--- config.mk ---
export PLATFORM = sky130hd
export DESIGN_NAME = toy_language_lexer_flat
export DESIGN_NICKNAME = d
export VERILOG_FILES = /design/src/hdl/tll_pkg.sv /design/src/hdl/tll_if.sv /design/src/hdl/tll_core.sv /design/src/hdl/tll_queue.sv /design/src/hdl/toy_language_lexer.sv /design/src/flat_wrapper.sv
export SDC_FILE = /design/constraint.sdc
export NUM_CORES = 1
export LEC_CHECK = 0
export BUFFER_PORTS_ARGS = -buffer_cell sky130_fd_sc_hd__clkbuf_2
export CORE_AREA = 4 4 226 228
export DETAILED_ROUTE_END_ITERATION = 12
export DIE_AREA = 0 0 230 232
export GPL_TIMING_DRIVEN = 1
export HOLD_SLACK_MARGIN = 0.03
export PLACE_DENSITY = 0.64
export SLEW_MARGIN = 20
export SYNTH_ARGS = -nofsm -noshare
export SYNTH_HDL_FRONTEND = slang
export SYNTH_SLANG_ARGS = --single-unit
export TNS_END_PERCENT = 30
--- constraint.sdc ---
create_clock -name clk -period 16.5 [get_ports clk]
set_input_delay 3.3 -clock clk [delete_from_list [all_inputs] [get_ports clk]]
set_output_delay 3.3 -clock clk [all_outputs]
set_load 0.05 [all_outputs]
--- src/hdl/tll_pkg.sv ---
// Shared types, constants and character-class functions of the lexer.
package tll_pkg;

	// Width of the internal token length counter.
	localparam int LEN_BITS = 16;
	localparam int NKW      = 12;

	// Output queue geometry.
	localparam int QDEPTH  = 4;
	localparam int QPTR_W  = $clog2(QDEPTH);
	localparam int QCNT_W  = $clog2(QDEPTH + 1);

	typedef enum logic [4:0] {
		KIND_IDENT   = 5'd0,
		KIND_INT     = 5'd1,
		KIND_FLOAT   = 5'd2,
		KIND_STRING  = 5'd3,
		KIND_BOOL    = 5'd4,
		KIND_TYPE    = 5'd5,
		KIND_FNC     = 5'd6,
		KIND_EXTERN  = 5'd7,
		KIND_OPDEF   = 5'd8,
		KIND_IF      = 5'd9,
		KIND_ELSE    = 5'd10,
		KIND_RET     = 5'd11,
		KIND_OPER    = 5'd12,
		KIND_LPAREN  = 5'd13,
		KIND_RPAREN  = 5'd14,
		KIND_LBRACE  = 5'd15,
		KIND_RBRACE  = 5'd16,
		KIND_ASSIGN  = 5'd17,
		KIND_SEMI    = 5'd18,
		KIND_BAD     = 5'd19,
		KIND_UNTERM  = 5'd20
	} tll_kind_t;

	// Detail codes.
	localparam logic [1:0] DET_NONE   = 2'd0;
	localparam logic [1:0] TYPE_INT   = 2'd0;
	localparam logic [1:0] TYPE_FLOAT = 2'd1;
	localparam logic [1:0] TYPE_BOOL  = 2'd2;
	localparam logic [1:0] TYPE_STR   = 2'd3;
	localparam logic [1:0] BOOL_FALSE = 2'd0;
	localparam logic [1:0] BOOL_TRUE  = 2'd1;

	// Lexer modes, one-hot.
	typedef enum logic [4:0] {
		M_IDLE   = 5'b00001,
		M_STRING = 5'b00010,
		M_OPER   = 5'b00100,
		M_IDENT  = 5'b01000,
		M_NUMBER = 5'b10000
	} tll_mode_t;

	// Characters with a role of their own.
	localparam logic [7:0] CH_QUOTE  = 8'h22;
	localparam logic [7:0] CH_DOT    = 8'h2E;
	localparam logic [7:0] CH_UNDER  = 8'h5F;
	localparam logic [7:0] CH_LPAREN = 8'h28;
	localparam logic [7:0] CH_RPAREN = 8'h29;
	localparam logic [7:0] CH_LBRACE = 8'h7B;
	localparam logic [7:0] CH_RBRACE = 8'h7D;
	localparam logic [7:0] CH_EQUAL  = 8'h3D;
	localparam logic [7:0] CH_SEMI   = 8'h3B;

	// Keyword text, first byte in the top byte, padded with zeros.
	localparam logic [63:0] KW_TEXT [NKW] = '{
		{"fnc", 40'h0}, {"extern", 16'h0}, "operator", {"int", 40'h0},
		{"float", 24'h0}, {"bool", 32'h0}, {"str", 40'h0}, {"true", 32'h0},
		{"false", 24'h0}, {"if", 48'h0}, {"else", 32'h0}, {"ret", 40'h0}
	};
	localparam logic [3:0] KW_LEN [NKW] = '{
		4'd3, 4'd6, 4'd8, 4'd3, 4'd5, 4'd4, 4'd3, 4'd4, 4'd5, 4'd2, 4'd4, 4'd3
	};
	localparam tll_kind_t KW_KIND [NKW] = '{
		KIND_FNC, KIND_EXTERN, KIND_OPDEF, KIND_TYPE, KIND_TYPE, KIND_TYPE,
		KIND_TYPE, KIND_BOOL, KIND_BOOL, KIND_IF, KIND_ELSE, KIND_RET
	};
	localparam logic [1:0] KW_DETAIL [NKW] = '{
		DET_NONE, DET_NONE, DET_NONE, TYPE_INT, TYPE_FLOAT, TYPE_BOOL,
		TYPE_STR, BOOL_TRUE, BOOL_FALSE, DET_NONE, DET_NONE, DET_NONE
	};

	// One token record as it leaves the block.
	typedef struct packed {
		tll_kind_t             kind;
		logic [1:0]            detail;
		logic [31:0]           start;
		logic [15:0]           length;
		logic                  last;
	} tll_result_t;

	// Records made by one accepted byte, handed to the output queue.
	typedef struct packed {
		logic [1:0]  count;
		tll_result_t r0;
		tll_result_t r1;
	} tll_push_t;

	function automatic logic is_space(input logic [7:0] c);
		return (c == 8'h20) || (c >= 8'h09 && c <= 8'h0D);
	endfunction

	function automatic logic is_alpha(input logic [7:0] c);
		return (c >= 8'h61 && c <= 8'h7A) || (c >= 8'h41 && c <= 8'h5A);
	endfunction

	function automatic logic is_digit(input logic [7:0] c);
		return c >= 8'h30 && c <= 8'h39;
	endfunction

	// Operator characters: ! ~ @ # $ % ^ & * - + \ / < >
	function automatic logic is_op(input logic [7:0] c);
		logic r;
		case (c)
			8'h21, 8'h7E, 8'h40, 8'h23, 8'h24, 8'h25, 8'h5E, 8'h26,
			8'h2A, 8'h2D, 8'h2B, 8'h5C, 8'h2F, 8'h3C, 8'h3E: r = 1'b1;
			default: r = 1'b0;
		endcase
		return r;
	endfunction

	// Kind of a byte that stands alone: a mark or a bad byte.
	function automatic tll_kind_t single_kind(input logic [7:0] c);
		tll_kind_t k;
		case (c)
			CH_LPAREN: k = KIND_LPAREN;
			CH_RPAREN: k = KIND_RPAREN;
			CH_LBRACE: k = KIND_LBRACE;
			CH_RBRACE: k = KIND_RBRACE;
			CH_EQUAL:  k = KIND_ASSIGN;
			CH_SEMI:   k = KIND_SEMI;
			default:   k = KIND_BAD;
		endcase
		return k;
	endfunction

	// Keep the keywords whose byte at position idx equals c.
	function automatic logic [NKW-1:0] kw_filter(input logic [NKW-1:0] mask,
			input logic [LEN_BITS-1:0] idx, input logic [7:0] c);
		logic [NKW-1:0] res;
		logic [2:0]     idx3;
		res  = '0;
		idx3 = idx[2:0];
		for (int k = 0; k < NKW; k++) begin
			if (mask[k] && (idx < LEN_BITS'(KW_LEN[k])) &&
					(KW_TEXT[k][{~idx3, 3'b000} +: 8] == c)) begin
				res[k] = 1'b1;
			end
		end
		return res;
	endfunction

	// Saturating increment of the length counter.
	function automatic logic [LEN_BITS-1:0] len_inc(input logic [LEN_BITS-1:0] len);
		return (&len) ? len : len + LEN_BITS'(1);
	endfunction

	// Record of the token pending in a mode; last_of_run is set later.
	function automatic tll_result_t finish_rec(input tll_mode_t mode, input logic at_end,
			input logic saw_dot, input logic [NKW-1:0] cand,
			input logic [LEN_BITS-1:0] len, input logic [31:0] start);
		tll_result_t r;
		r.kind   = KIND_IDENT;
		r.detail = DET_NONE;
		r.start  = start;
		// The reported length saturates at the top of its 16-bit field.
		r.length = (32'(len) > 32'd65535) ? 16'hFFFF : 16'(len);
		r.last   = 1'b0;
		case (mode)
			M_STRING: r.kind = at_end ? KIND_UNTERM : KIND_STRING;
			M_OPER:   r.kind = KIND_OPER;
			M_NUMBER: r.kind = saw_dot ? KIND_FLOAT : KIND_INT;
			M_IDENT: begin
				// The lowest-numbered keyword of the right length wins.
				for (int k = NKW - 1; k >= 0; k--) begin
					if (cand[k] && (len == LEN_BITS'(KW_LEN[k]))) begin
						r.kind   = KW_KIND[k];
						r.detail = KW_DETAIL[k];
					end
				end
			end
			default: r.kind = KIND_IDENT;
		endcase
		return r;
	endfunction

endpackage

--- src/hdl/tll_if.sv ---
// Channel interfaces: source bytes in, token words out.
interface tll_in_if;
	logic       valid;
	logic       ready;
	logic [7:0] char_in;
	logic       is_last;

	modport source (output valid, output char_in, output is_last, input ready);
	modport sink (input valid, input char_in, input is_last, output ready);
endinterface

interface tll_out_if;
	logic        valid;
	logic        ready;
	logic [4:0]  token_kind;
	logic [1:0]  kind_detail;
	logic [31:0] token_start;
	logic [15:0] token_length;
	logic        last_of_run;

	modport source (output valid, output token_kind, output kind_detail,
		output token_start, output token_length, output last_of_run, input ready);
	modport sink (input valid, input token_kind, input kind_detail,
		input token_start, input token_length, input last_of_run, output ready);
endinterface

--- src/hdl/tll_core.sv ---
// Lexer state registers and the per-byte token decision.
module tll_core (
	input  logic                clk,
	input  logic                arst_n,
	input  logic                accept,
	input  logic [7:0]          char_in,
	input  logic                is_last,
	output tll_pkg::tll_push_t  push
);

	tll_pkg::tll_mode_t                mode_q, mode_d;
	logic                              saw_dot_q, saw_dot_d;
	logic [tll_pkg::NKW-1:0]           cand_q, cand_d;
	logic [tll_pkg::LEN_BITS-1:0]      len_q, len_d;
	logic [31:0]                       start_q, start_d;
	logic [31:0]                       pos_q, pos_d;

	logic                              taken;
	logic                              fin_v, pun_v, end_v;
	tll_pkg::tll_result_t              fin_r, pun_r, end_r;
	logic [1:0]                        cnt;

	// Next state and the records one byte makes.
	always_comb begin
		mode_d    = mode_q;
		saw_dot_d = saw_dot_q;
		cand_d    = cand_q;
		len_d     = len_q;
		start_d   = start_q;
		pos_d     = pos_q + 32'd1;
		taken     = 1'b0;
		fin_v     = 1'b0;
		pun_v     = 1'b0;
		end_v     = 1'b0;
		fin_r     = tll_pkg::finish_rec(mode_q, 1'b0, saw_dot_q, cand_q, len_q, start_q);

		// Continue or close the pending token.
		unique case (mode_q)
			tll_pkg::M_STRING: begin
				if (char_in == tll_pkg::CH_QUOTE) begin
					fin_v  = 1'b1;
					mode_d = tll_pkg::M_IDLE;
				end else begin
					len_d = tll_pkg::len_inc(len_q);
				end
				taken = 1'b1;
			end
			tll_pkg::M_OPER: begin
				if (tll_pkg::is_op(char_in)) begin
					len_d = tll_pkg::len_inc(len_q);
					taken = 1'b1;
				end else begin
					fin_v  = 1'b1;
					mode_d = tll_pkg::M_IDLE;
				end
			end
			tll_pkg::M_IDENT: begin
				if (tll_pkg::is_alpha(char_in) || tll_pkg::is_digit(char_in) ||
						char_in == tll_pkg::CH_UNDER) begin
					cand_d = tll_pkg::kw_filter(cand_q, len_q, char_in);
					len_d  = tll_pkg::len_inc(len_q);
					taken  = 1'b1;
				end else begin
					fin_v  = 1'b1;
					mode_d = tll_pkg::M_IDLE;
				end
			end
			tll_pkg::M_NUMBER: begin
				if (tll_pkg::is_digit(char_in) || char_in == tll_pkg::CH_DOT) begin
					if (char_in == tll_pkg::CH_DOT) begin
						saw_dot_d = 1'b1;
					end
					len_d = tll_pkg::len_inc(len_q);
					taken = 1'b1;
				end else begin
					fin_v  = 1'b1;
					mode_d = tll_pkg::M_IDLE;
				end
			end
			default: mode_d = tll_pkg::M_IDLE;
		endcase

		// Open a new token, or report a mark or a bad byte on its own.
		pun_r.kind   = tll_pkg::single_kind(char_in);
		pun_r.detail = tll_pkg::DET_NONE;
		pun_r.start  = pos_q;
		pun_r.length = 16'd1;
		pun_r.last   = 1'b0;
		if (!taken && !tll_pkg::is_space(char_in)) begin
			start_d = pos_q;
			len_d   = tll_pkg::LEN_BITS'(1);
			if (char_in == tll_pkg::CH_QUOTE) begin
				mode_d  = tll_pkg::M_STRING;
				start_d = pos_q + 32'd1;
				len_d   = '0;
			end else if (tll_pkg::is_op(char_in)) begin
				mode_d = tll_pkg::M_OPER;
			end else if (tll_pkg::is_alpha(char_in) || char_in == tll_pkg::CH_UNDER) begin
				mode_d = tll_pkg::M_IDENT;
				cand_d = tll_pkg::kw_filter('1, '0, char_in);
			end else if (tll_pkg::is_digit(char_in)) begin
				mode_d    = tll_pkg::M_NUMBER;
				saw_dot_d = 1'b0;
			end else begin
				pun_v = 1'b1;
			end
		end

		// End of text flushes whatever is still open and clears the state.
		end_r = tll_pkg::finish_rec(mode_d, 1'b1, saw_dot_d, cand_d, len_d, start_d);
		if (is_last) begin
			end_v     = (mode_d != tll_pkg::M_IDLE);
			mode_d    = tll_pkg::M_IDLE;
			saw_dot_d = 1'b0;
			cand_d    = '0;
			len_d     = '0;
			start_d   = '0;
			pos_d     = '0;
		end
	end

	// Pack the records in order; a mark and an end-of-text flush never meet.
	always_comb begin
		cnt        = 2'({1'b0, fin_v} + {1'b0, pun_v} + {1'b0, end_v});
		push.r0    = fin_v ? fin_r : (pun_v ? pun_r : end_r);
		push.r1    = pun_v ? pun_r : end_r;
		push.r0.last = (cnt == 2'd1);
		push.r1.last = 1'b1;
		push.count = accept ? cnt : 2'd0;
	end

	// State registers.
	always_ff @(posedge clk or negedge arst_n) begin
		if (!arst_n) begin
			mode_q    <= tll_pkg::M_IDLE;
			saw_dot_q <= 1'b0;
			cand_q    <= '0;
			len_q     <= '0;
			start_q   <= '0;
			pos_q     <= '0;
		end else if (accept) begin
			mode_q    <= mode_d;
			saw_dot_q <= saw_dot_d;
			cand_q    <= cand_d;
			len_q     <= len_d;
			start_q   <= start_d;
			pos_q     <= pos_d;
		end
	end

endmodule

--- src/hdl/tll_queue.sv ---
// Small output queue that takes up to two token words a cycle and gives one.
module tll_queue (
	input  logic                clk,
	input  logic                arst_n,
	input  tll_pkg::tll_push_t  push,
	output logic                room,
	output logic                out_valid,
	input  logic                out_ready,
	output tll_pkg::tll_result_t out_word
);

	tll_pkg::tll_result_t               mem_q [tll_pkg::QDEPTH];
	logic [tll_pkg::QPTR_W-1:0]         wr_ptr_q, rd_ptr_q;
	logic [tll_pkg::QCNT_W-1:0]         count_q;
	logic                               pop;
	logic [tll_pkg::QPTR_W-1:0]         wr_ptr_nx;

	// Room for the two words one byte may make.
	assign room      = (count_q <= tll_pkg::QCNT_W'(tll_pkg::QDEPTH - 2));
	assign out_valid = (count_q != '0);
	assign out_word  = mem_q[rd_ptr_q];
	assign pop       = out_valid && out_ready;
	assign wr_ptr_nx = wr_ptr_q + tll_pkg::QPTR_W'(1);

	// Storage: words are written in order at the tail.
	always_ff @(posedge clk) begin
		if (push.count != 2'd0) begin
			mem_q[wr_ptr_q] <= push.r0;
		end
		if (push.count == 2'd2) begin
			mem_q[wr_ptr_nx] <= push.r1;
		end
	end

	// Pointers and fill count.
	always_ff @(posedge clk or negedge arst_n) begin
		if (!arst_n) begin
			wr_ptr_q <= '0;
			rd_ptr_q <= '0;
			count_q  <= '0;
		end else begin
			wr_ptr_q <= wr_ptr_q + tll_pkg::QPTR_W'(push.count);
			if (pop) begin
				rd_ptr_q <= rd_ptr_q + tll_pkg::QPTR_W'(1);
			end
			count_q <= count_q + tll_pkg::QCNT_W'(push.count) -
				tll_pkg::QCNT_W'(pop);
		end
	end

endmodule

--- src/hdl/toy_language_lexer.sv ---
// Top level of the streaming lexer for the toy language.
//
//   channel | dir | word                                      | handshake
//   text    | in  | char_in, is_last                          | valid/ready
//   tokens  | out | token_kind, kind_detail, token_start,     | valid/ready
//           |     | token_length, last_of_run                 |
//
// One source byte is taken every cycle while the output queue has room.
// Each byte updates the mode register and keyword mask when it is accepted; its
// tokens (none, one or two) enter the output queue and leave on the tokens channel in order.
// The four-word output queue drives text.ready low once three words wait.
// Reset clears the lexer state, the byte position and the queue.
module toy_language_lexer (
	input  logic      clk,
	input  logic      arst_n,
	tll_in_if.sink    text,
	tll_out_if.source tokens
);

	logic                 accept;
	logic                 room;
	tll_pkg::tll_push_t   push;
	tll_pkg::tll_result_t head;

	assign text.ready = room;
	assign accept     = text.valid && room;

	// Per-byte decision and lexer state.
	tll_core u_core (
		.clk     (clk),
		.arst_n  (arst_n),
		.accept  (accept),
		.char_in (text.char_in),
		.is_last (text.is_last),
		.push    (push)
	);

	// Token words waiting for the sink.
	tll_queue u_queue (
		.clk       (clk),
		.arst_n    (arst_n),
		.push      (push),
		.room      (room),
		.out_valid (tokens.valid),
		.out_ready (tokens.ready),
		.out_word  (head)
	);

	// Unpack the head word onto the channel.
	assign tokens.token_kind   = head.kind;
	assign tokens.kind_detail  = head.detail;
	assign tokens.token_start  = head.start;
	assign tokens.token_length = head.length;
	assign tokens.last_of_run  = head.last;

endmodule

--- src/flat_wrapper.sv ---
// flat-port wrapper written by rule: the top's interface ports become plain ports
module toy_language_lexer_flat 
  (clk, arst_n, text_valid, text_char_in, text_is_last, text_ready, tokens_valid, tokens_token_kind, tokens_kind_detail, tokens_token_start, tokens_token_length, tokens_last_of_run, tokens_ready);
  tll_in_if text_i ();
  tll_out_if tokens_i ();
  input  logic clk;
  input  logic arst_n;
  input wire logic [$bits(text_i.valid)-1:0] text_valid;
  input wire logic [$bits(text_i.char_in)-1:0] text_char_in;
  input wire logic [$bits(text_i.is_last)-1:0] text_is_last;
  output wire logic [$bits(text_i.ready)-1:0] text_ready;
  output wire logic [$bits(tokens_i.valid)-1:0] tokens_valid;
  output wire logic [$bits(tokens_i.token_kind)-1:0] tokens_token_kind;
  output wire logic [$bits(tokens_i.kind_detail)-1:0] tokens_kind_detail;
  output wire logic [$bits(tokens_i.token_start)-1:0] tokens_token_start;
  output wire logic [$bits(tokens_i.token_length)-1:0] tokens_token_length;
  output wire logic [$bits(tokens_i.last_of_run)-1:0] tokens_last_of_run;
  input wire logic [$bits(tokens_i.ready)-1:0] tokens_ready;
  assign text_i.valid = text_valid;
  assign text_i.char_in = text_char_in;
  assign text_i.is_last = text_is_last;
  assign text_ready = text_i.ready;
  assign tokens_valid = tokens_i.valid;
  assign tokens_token_kind = tokens_i.token_kind;
  assign tokens_kind_detail = tokens_i.kind_detail;
  assign tokens_token_start = tokens_i.token_start;
  assign tokens_token_length = tokens_i.token_length;
  assign tokens_last_of_run = tokens_i.last_of_run;
  assign tokens_i.ready = tokens_ready;
  toy_language_lexer u_core (.clk(clk), .arst_n(arst_n), .text(text_i), .tokens(tokens_i));
endmodule
### Yosys cells after proc, flatten, opt, wreduce, memory -nomap -nowiden

Memories as Yosys holds them, arrays and structs flattened.
Index checks and enable logic that the tools add are counted.

* output and inout port bits: 58
* memories: 1
* input port bits: 13
* word-level logic and storage cells: 299
* flip-flop bits (word level): 105
* RAM bits: 224

Memories
* u_core.u_queue.mem_q: words 4, width 56, rd ports 1, clocked after memory_dff 0, wr ports 2, RTL line tll_queue.sv:12 `tll_pkg::tll_result_t mem_q [tll_pkg::QDEPTH];`

* eq/ne operators: 68
* multiplexer cells: 117
* $lt $le $gt $ge: 15
* reduce and logical (&&, ||, !) cells: 67
* bitwise gates (word level): 1
* add/subtract/negate cells: 9
* shift operators: 12

Operator list (number)
* $shiftx A64 B7 Y8 const A: 12
* $eq A8 B6 Y1 const B: 18
* $mux W7: 20
* $mux W32: 4
* $mux W16: 7
* $mux W56: 2
* $eq A16 B3 Y1 const B: 6
* $eq A8 B8 Y1: 12
* $mux W12: 7
* $eq A16 B2 Y1 const B: 4
* $eq A7 B8 Y1 const A: 8
* $pmux W16 S4: 1
* $pmux W5 S4: 3
* $eq A8 B7 Y1 const B: 7
* $logic_and A1 B1 Y1: 55
* $mux W1: 51
* $mux W5: 10
* $lt A16 B3 Y1 const B: 3
* $add A32 B1 Y32 const B: 1
* $eq A16 B4 Y1 const B: 2
* $lt A16 B2 Y1 const B: 2
* $pmux W5 S6: 1
* $mux W6: 4
* $add A16 B1 Y16 const B: 1
* other kinds (30): 48

### Longest topological paths before layout

Gate-level depths: netlist of run 1.

* word-level depth: 29
* gate-level depth with buffers: 22
* gate-level depth less buffers: 17

### Modules after synthesis

Synthesis of run 1 repeated with hierarchy kept, for this count alone.

* cell total of the unflattened synthesis: 1935
* area, all modules: 20908.8 um^2

Modules (own cells, without submodules)
* tll_queue: times used 1, area each 11521.0 um^2, cells each 582, seq. area each 6901.6 um^2
* tll_core: times used 1, area each 9381.5 um^2, cells each 1352, seq. area each 2453.6 um^2
* toy_language_lexer: times used 1, area each 6.3 um^2, cells each 1, seq. area each 0.0 um^2

### Worst setup path before layout of run 1

No wires, ideal clock.

* path kind: in2reg
* start point: input text_char_in[1]
* end point: memory u_core.u_queue.mem_q[0][17] (netlist bit), data pin
* library setup time: 0.256 ns
* stages on the path: 19
* buffers on the path: 5
* required time: 16.244 ns
* path slack: 7.846 ns
* arrival time: 8.398 ns
* cell sequence: buf_2 > or4_1 > a21o_1 > a21oi_1 > a221o_1 > or2_2 > clkbuf_1 > inv_1 > clkbuf_1 > buf_1 > fa_1 > nor2_1 > inv_1 > nand2_1 > nand2_1 > clkbuf_1 > nand2_1 > a21o_1 > a22o_1

RTL lines
* from (decl): RTL line flat_wrapper.sv:9 `input wire logic [$bits(text_i.char_in)-1:0] text_char_in;`
* to (decl): RTL line tll_queue.sv:12

==> results of run 1 <==
==> layout make-up <==
| class | count | area share, % |
|---|---|---|
| clock buffers | 46 | 4.33 |
| clock inverters | 18 | 0.636 |
| inverters | 25 | 0.438 |
| multi-input cells | 1481 | 44.5 |
| flip-flops and latches | 329 | 43.5 |
| well taps | 664 | 3.88 |
| repair buffers | 101 | 2.73 |
==> layer usage <==
metal / GRT usage (%) / part of all wire, %
met5: 0 / 0.021
met4: 6.90 / 2.5
met3: 4.12 / 8.9
met2: 36.2 / 46
met1: 31.3 / 42
==> power groups by stage <==
stage	combinational [mW]	clock [mW]	sequential, mW
finish	1.11	0.755	1.08
global route	1.18	0.799	1.09
CTS	1.12	0.764	1.08
detailed placement	1.11	0	1.10
global placement	1.10	0	1.09
floorplan	0.833	0	1.06
==> worst max path at each step <==
stage,endpoint,slack (ns),cells after the start
after floorplan,u_core.u_queue.mem_q[0][17],7.85,19
after global placement,u_core.u_queue.mem_q[0][17],6.89,18
after detailed placement,u_core.u_queue.mem_q[0][17],6.70,18
after global routing,u_core.u_queue.mem_q[0][17],6.74,18
final,u_core.u_queue.mem_q[0][17],7.07,18
after CTS,u_core.u_queue.mem_q[0][17],7.25,18
==> cell usage after synthesis, drive strengths merged (14+ instances only) <==
master	instances
a31oi	22
a21oi	132
inv	24
o21a	19
xnor2	41
nor4	20
or2	22
mux2i	23
nand4	17
o21ai	230
nand2	267
nand3	48
o22ai	49
mux4	56
buf	45
a22o	78
xor2	22
nor3	58
dfrtp	104
clkbuf	125
edfxtp	220
and3	14
nor2	171
nand2b	18
==> cells by family (layout without fill, tap and decap cells) <==
group           count (synthesis)  in the layout  synth area share [%]
flops                         329            329                  47.7
mux                            83             83                  7.87
xor+xnor                       63             63                  2.82
buf+inv                       195            190                  3.88
simple gates                  705            705                  17.0
fa+ha+maj                      15             15                  1.04
compound gates                615            615                  19.7
==> stage by stage <==
stage	util, %	std cells	hold slack, ns
floorplan	-	2005	0.431
global route	43.9	2664	0.503
finish	43.9	2664	0.463
CTS	43.9	2664	0.464
global placement	41.7	2600	0.454
detailed placement	41.7	2600	0.450
==> registers in the layout, indices dropped and copies added (netlist names) <==
| signal | cells |
|---|---|
| u_core.u_queue.count_q | 3 |
| u_core.u_queue.mem_q | 224 |
| u_core.u_core.len_q | 16 |
| u_core.u_core.pos_q | 32 |
| u_core.u_core.start_q | 32 |
| u_core.u_core.cand_q | 12 |
| u_core.u_core.saw_dot_q | 1 |
| u_core.u_queue.wr_ptr_q | 2 |
| u_core.u_queue.rd_ptr_q | 2 |
| u_core.u_core.mode_q | 5 |
==> cell usage in the layout (no fill, tap or decap), drive strengths merged, types with 22 or more instances in the layout <==
cell	n
a21oi	132
a22o	78
a31oi	22
buf	32
clkbuf	115
dfrtp	104
edfxtp	220
inv	27
mux2i	23
mux4	56
nand2	267
nand3	48
nor2	171
nor3	58
o21ai	230
o22ai	49
or2	22
xnor2	41
xor2	22
==> run_results.csv, run 1 <==
group,metric,value,unit
yosys,synth_top_area_share,33.8,%
clock_network,root_buffer,"clkbuf_16",
pwr,power.total,2.95,mW
global_routing,grt_first_pass_wirelength,95.0,mm
worst_setup_path,critPathLaunchType,"primary input",
sta,tightest_slew,1.09,ns
cells_and_area,regArea,9320,sq um
place,dpl_cell_area,20400,sq um
pwr,clkPwrFrac,25.6,%
drt,drc_errors,0,
worst_setup_path,critPathLaunch,"text_char_in[3]",
yosys,synthArstFlopShare,31.9,%
yosys,synth_seq_cells,329,
floorplan,dieArea,53400,sq um
drt,first_pass_iters,8,
place,dpl.hpwl,39.1,mm
sta,final_hold_viol_count,0,
hold_path,hold_end,"u_core.u_queue.mem_q[3][0]",
worst_setup_path,cp_max_fo,66,
yosys,yosysSeqAreaShare,47.7,%
global_routing,track_usage,22.5,%
drt,vias_per_cell,6.12,
run_status,outcome,"completed",
cells_and_area,multiInputGateArea,9530,sq um
drt,initialDrtViolationCount,1947,
floorplan,initial_core_util,40.0,%
cells_and_area,finalInstanceArea,21400,sq um
global_routing,grt_max_degree,70,
global_routing,antenna_found_initial,2,
worst_setup_path,crit_family,"simple AND/OR/NAND/NOR gates",
flow_run,max_cap_violations,0,
clock_network,clk_latency,0.55,ns
place,gp_congestion,0.922,
drt,wl_per_cell,23.1,um
worst_setup_path,r2r-end,"u_core.u_queue.mem_q[0][17]",
sta,fin_skew,0.0217,ns
drt,wirelength,61.6,mm
pwr,p_per_area,138,nW/um^2
global_routing,grt_overflow,0,
yosys,synth_area_leader_cell,"edfxtp_1",
clock_network,cts_setup_buffers,0,
yosys,syn-cell-area,19500,sq um
worst_setup_path,r2r_cells,17,
sta,fmax,106,MHz
sta,period_minus_slack,9.43,ns
sta,report.final.slew_viol_count,0,
sta,setup_tns,0,ns
global_routing,first_global_vias,15800,
hold_path,hp-class,"register to register",
hold_path,holdPathStages,1,
worst_setup_path,crit_chain,"clkbuf_2, or4_1, a21o_1, nand2_1, o21a_1, nand3_2, buf_4, nor3_1, inv_1, fa_1, nor2_1, inv_1, nand2_1, nand2_2, nand2_2, buf_4, a21o_1, a22o_1",
floorplan,coreArea,48800,sq um
yosys,synth_cells,2005,
floorplan,ios,71,
clock_network,hold_buffers,0,
worst_setup_path,regToRegSetupSlack,9.96,ns
floorplan,placement_rows,81,
drt,route.vias.total,16300,
pwr,ir_drop,0.0999,mV
yosys,synth_edf_count,220,
clock_network,clock_sink_count,329,
yosys,syn_area_per_cell,9.74,sq um
pwr,p_leak,7.18,nW
pwr,power_frac_comb,37.7,%
clock_network,cts_htree_levels,2,
cells_and_area,syn_to_final_growth,9.70,%
floorplan,die_h,232,um
sta,grt_setup_unrepaired,"false",
drt,ant_nets,0,
worst_setup_path,r2r-start,"u_core.u_core.mode_q[0]",
sta,final.setup.worst_slack,7.07,ns
yosys,synthFlopType,"edfxtp_1",
yosys,yosysWarnings,0,
sta,finalSetupViolations,0,
worst_setup_path,crit_path_end_kind,"register",
place,io_buffer_count,70,
worst_setup_path,criticalPathCategory,"primary input to register",
pwr,p_int,1.74,mW
worst_setup_path,cp_slowest_stage_delay,0.89,ns
clock_network,post_cts_resized,0,
cells_and_area,n_fill_cell,4660,
worst_setup_path,critPathRequiredTime,16.91,ns
yosys,synth.distinct_cells,97,
clock_network,cts_tree,"yes",
clock_network,cts_buffers,35,
place,pre_cts_ws,6.70,ns
worst_setup_path,worst-path-buf-inv,5,
cells_and_area,nets,2001,
clock_network,clockBufferDepth,3,
worst_setup_path,arrival,9.84,ns
worst_setup_path,slowest_stage,"nand2_2",
pwr,p_sw_share,41.0,%
pwr,power.switching,1.21,mW
sta,slew_headroom,26.5,%
clock_network,path_clk_slew,0.06,ns
cells_and_area,drive_gt1_share,13.4,%
yosys,syn-num-nets,2033,
hold_path,min-delay-start,"u_core.u_queue.mem_q[3][0]",
yosys,synthTopCellsByArea,"edfxtp_1 34%, dfrtp_1 13%, mux4_2 6.5%",
pwr,seqPwrFrac,36.7,%
cells_and_area,diodes,0,
sta,fin_crit_sh,57.2,%
floorplan,fp.dieW,230,um
No activity file was read; power rests on OpenSTA's default activity.
==> run 2: changes to the inputs <==
Clock period 16.5 ns to 9.5 ns, I/O delays scaled along.
==> run 2 against run 1 <==
- combinational power up 70%
- non-clock buffer count up 9
- global-route usage fell by 0.38 points
- total power grew 77%
- flip-flop and latch count unchanged
- register-to-register slack got worse by 6.1 ns
- largest power group unchanged
- sequential share of layout area is 0.40 points lower
- die area stayed put
==> run_results.csv, run 2 (same netlist as run 1, synthesis figures left out) <==
group,metric,value,unit
run_status,outcome,"completed",
drt,vias_per_cell,6.16,
floorplan,die_h,232,um
clock_network,clock_sink_count,329,
drt,initialDrtViolationCount,2066,
pwr,p_leak,7.29,nW
pwr,p_per_area,241,nW/um^2
floorplan,placement_rows,81,
global_routing,track_usage,22.2,%
floorplan,coreArea,48800,sq um
worst_setup_path,crit_chain,"clkbuf_2, or4b_1, nor2_2, nor2_1, a221o_2, nor2_4, o21ai_0, nand2_1, fa_1, nor2_1, inv_1, nand2_1, nand3_1, nor2_4, buf_4, nand2_1, o21ai_0",
global_routing,grt_first_pass_wirelength,93.8,mm
drt,route.vias.total,16500,
clock_network,post_cts_resized,0,
cells_and_area,finalInstanceArea,21600,sq um
place,dp_cells,2609,
cells_and_area,multiInputGateArea,9530,sq um
floorplan,fp.dieW,230,um
sta,tightest_slew,1.01,ns
global_routing,grt_overflow,0,
cells_and_area,largestRegisters,"u_core.u_queue.mem_q (224), u_core.u_core.pos_q (32), u_core.u_core.start_q (32)",
cells_and_area,syn_to_final_growth,10.7,%
clock_network,cts_tree,"yes",
clock_network,cts_buffers,36,
worst_setup_path,slowest_stage,"nor2_4",
sta,fin_crit_sh,79.2,%
worst_setup_path,crit_path_end_kind,"register",
drt,drc_errors,0,
clock_network,path_clk_slew,0.06,ns
worst_setup_path,critPathMostFrequentCell,"nand2_1",
cells_and_area,layout_common_cells,"260 x nand2_1, 221 x o21ai_0, 220 x edfxtp_1",
cells_and_area,drive_gt1_share,14.3,%
sta,fmax,133,MHz
cells_and_area,final_common_cell,"nand2_1",
floorplan,dieArea,53400,sq um
sta,slew_headroom,32.2,%
worst_setup_path,crit_family,"simple AND/OR/NAND/NOR gates",
sta,period_minus_slack,7.53,ns
global_routing,antenna_found_initial,1,
drt,ant_nets,0,
worst_setup_path,cp_max_fo,33,
place,dpl.hpwl,40.2,mm
drt,first_pass_iters,8,
global_routing,grt_max_degree,65,
drt,wl_per_cell,22.8,um
clock_network,root_buffer,"clkbuf_16",
floorplan,initial_core_util,40.0,%
cells_and_area,n_fill_cell,4628,
cells_and_area,top_register,"u_core.u_queue.mem_q",
hold_path,hp-class,"register to register",
floorplan,ios,71,
place,gp_congestion,0.921,
clock_network,clockBufferDepth,3,
sta,setup_tns,0,ns
cells_and_area,regArea,9320,sq um
flow_run,max_cap_violations,0,
place,dpl_cell_area,20400,sq um
cells_and_area,nets,2011,
cells_and_area,largest_register_ff_count,224,
sta,report.final.slew_viol_count,0,
worst_setup_path,arrival,7.90,ns
cells_and_area,diodes,0,
worst_setup_path,criticalPathCategory,"primary input to register",
cells_and_area,fin_cells,2674,
sta,grt_setup_unrepaired,"false",
clock_network,cts_htree_levels,2,
sta,fin_skew,0.0149,ns
place,io_buffer_count,70,
worst_setup_path,worst-path-buf-inv,3,
worst_setup_path,critPathRequiredTime,9.88,ns
pwr,ir_drop,0.153,mV
clock_network,hold_buffers,0,
global_routing,first_global_vias,15400,
clock_network,clk_latency,0.53,ns
clock_network,cts_setup_buffers,0,
sta,finalSetupViolations,0,
sta,final_hold_viol_count,0,
drt,wirelength,61.1,mm
worst_setup_path,critPathLaunchType,"primary input",
worst_setup_path,cp_slowest_stage_delay,0.82,ns
sta,hold_ws,0.499,ns
==> run 2: cell count changes in the layout (fill, tap and decap cells not counted), moves of 2 or more <==
cell,previous run,this run
buf_4,32,40
bufinv_16,1,4
clkbuf_1,10,5
clkinv_1,11,4
clkinvlp_4,0,5
inv_16,2,0
inv_6,1,3
o21ai_1,5,8
o21ai_2,2,0
==> run 2: worst paths after layout <==
kind | from | to | slack (ns) | cells after the start
worst max-delay path | text_char_in[2] | u_core.u_queue.mem_q[3][25] | 1.97 | 17
worst min-delay path | u_core.u_queue.mem_q[0][0] | u_core.u_queue.mem_q[0][0] | 0.50 | 2
worst max register to register | u_core.u_core.mode_q[0] | u_core.u_queue.mem_q[3][25] | 3.90 | 16
worst min register to register | u_core.u_queue.mem_q[0][0] | u_core.u_queue.mem_q[0][0] | 0.50 | 2
max in group asynchronous | arst_n | u_core.u_core.len_q[13] | 6.67 | 2
min in group asynchronous | arst_n | u_core.u_core.cand_q[7] | 1.43 | 1
==> run 2: metrics by stage <==
step | util (%) | total power, mW | worst slack [ns]
floorplan | - | 3.29 | 2.25
global placement | 41.8 | 3.79 | 1.76
detailed placement | 41.8 | 3.81 | 1.59
CTS | 44.3 | 5.24 | 2.14
global route | 44.3 | 5.43 | 1.77
finish | 44.3 | 5.21 | 1.97
==> run 2: layout make-up <==
class	instances	area share, %
Clock buffer	43	4.38
Clock inverter	22	1.13
Inverter	25	0.434
Multi-Input combinational cell	1481	44.0
Sequential cell	329	43.1
Tap cell	664	3.84
Timing Repair Buffer	110	3.08
==> run 2: power breakdown <==
| part | switching (mW) | total [mW] | internal [mW] |
|---|---|---|---|
| combinational | 1.34 | 1.89 | 0.556 |
| sequential | 0.141 | 1.88 | 1.74 |
| clock | 0.606 | 1.44 | 0.830 |
| total | 2.08 | 5.21 | 3.13 |
==> run 2: metal layers <==
metal,up-vias,GRT usage (%),part of all wire (%),wire (um)
li1,7419,-,-,-
met1,8169,32.4,44,26800
met2,779,34.7,46,27900
met3,114,2.80,7.8,4780
met4,2,6.56,2.5,1550
met5,-,0,0.021,13
==> run 2: worst register-to-register path, delay by kind of cell, from the launching register on <==
kind            cells  cell delay [ns]
compound gates      3             0.80
fa+ha+maj           1             0.56
buf+inv             3             0.70
flops               1             0.63
simple gates        9             2.76
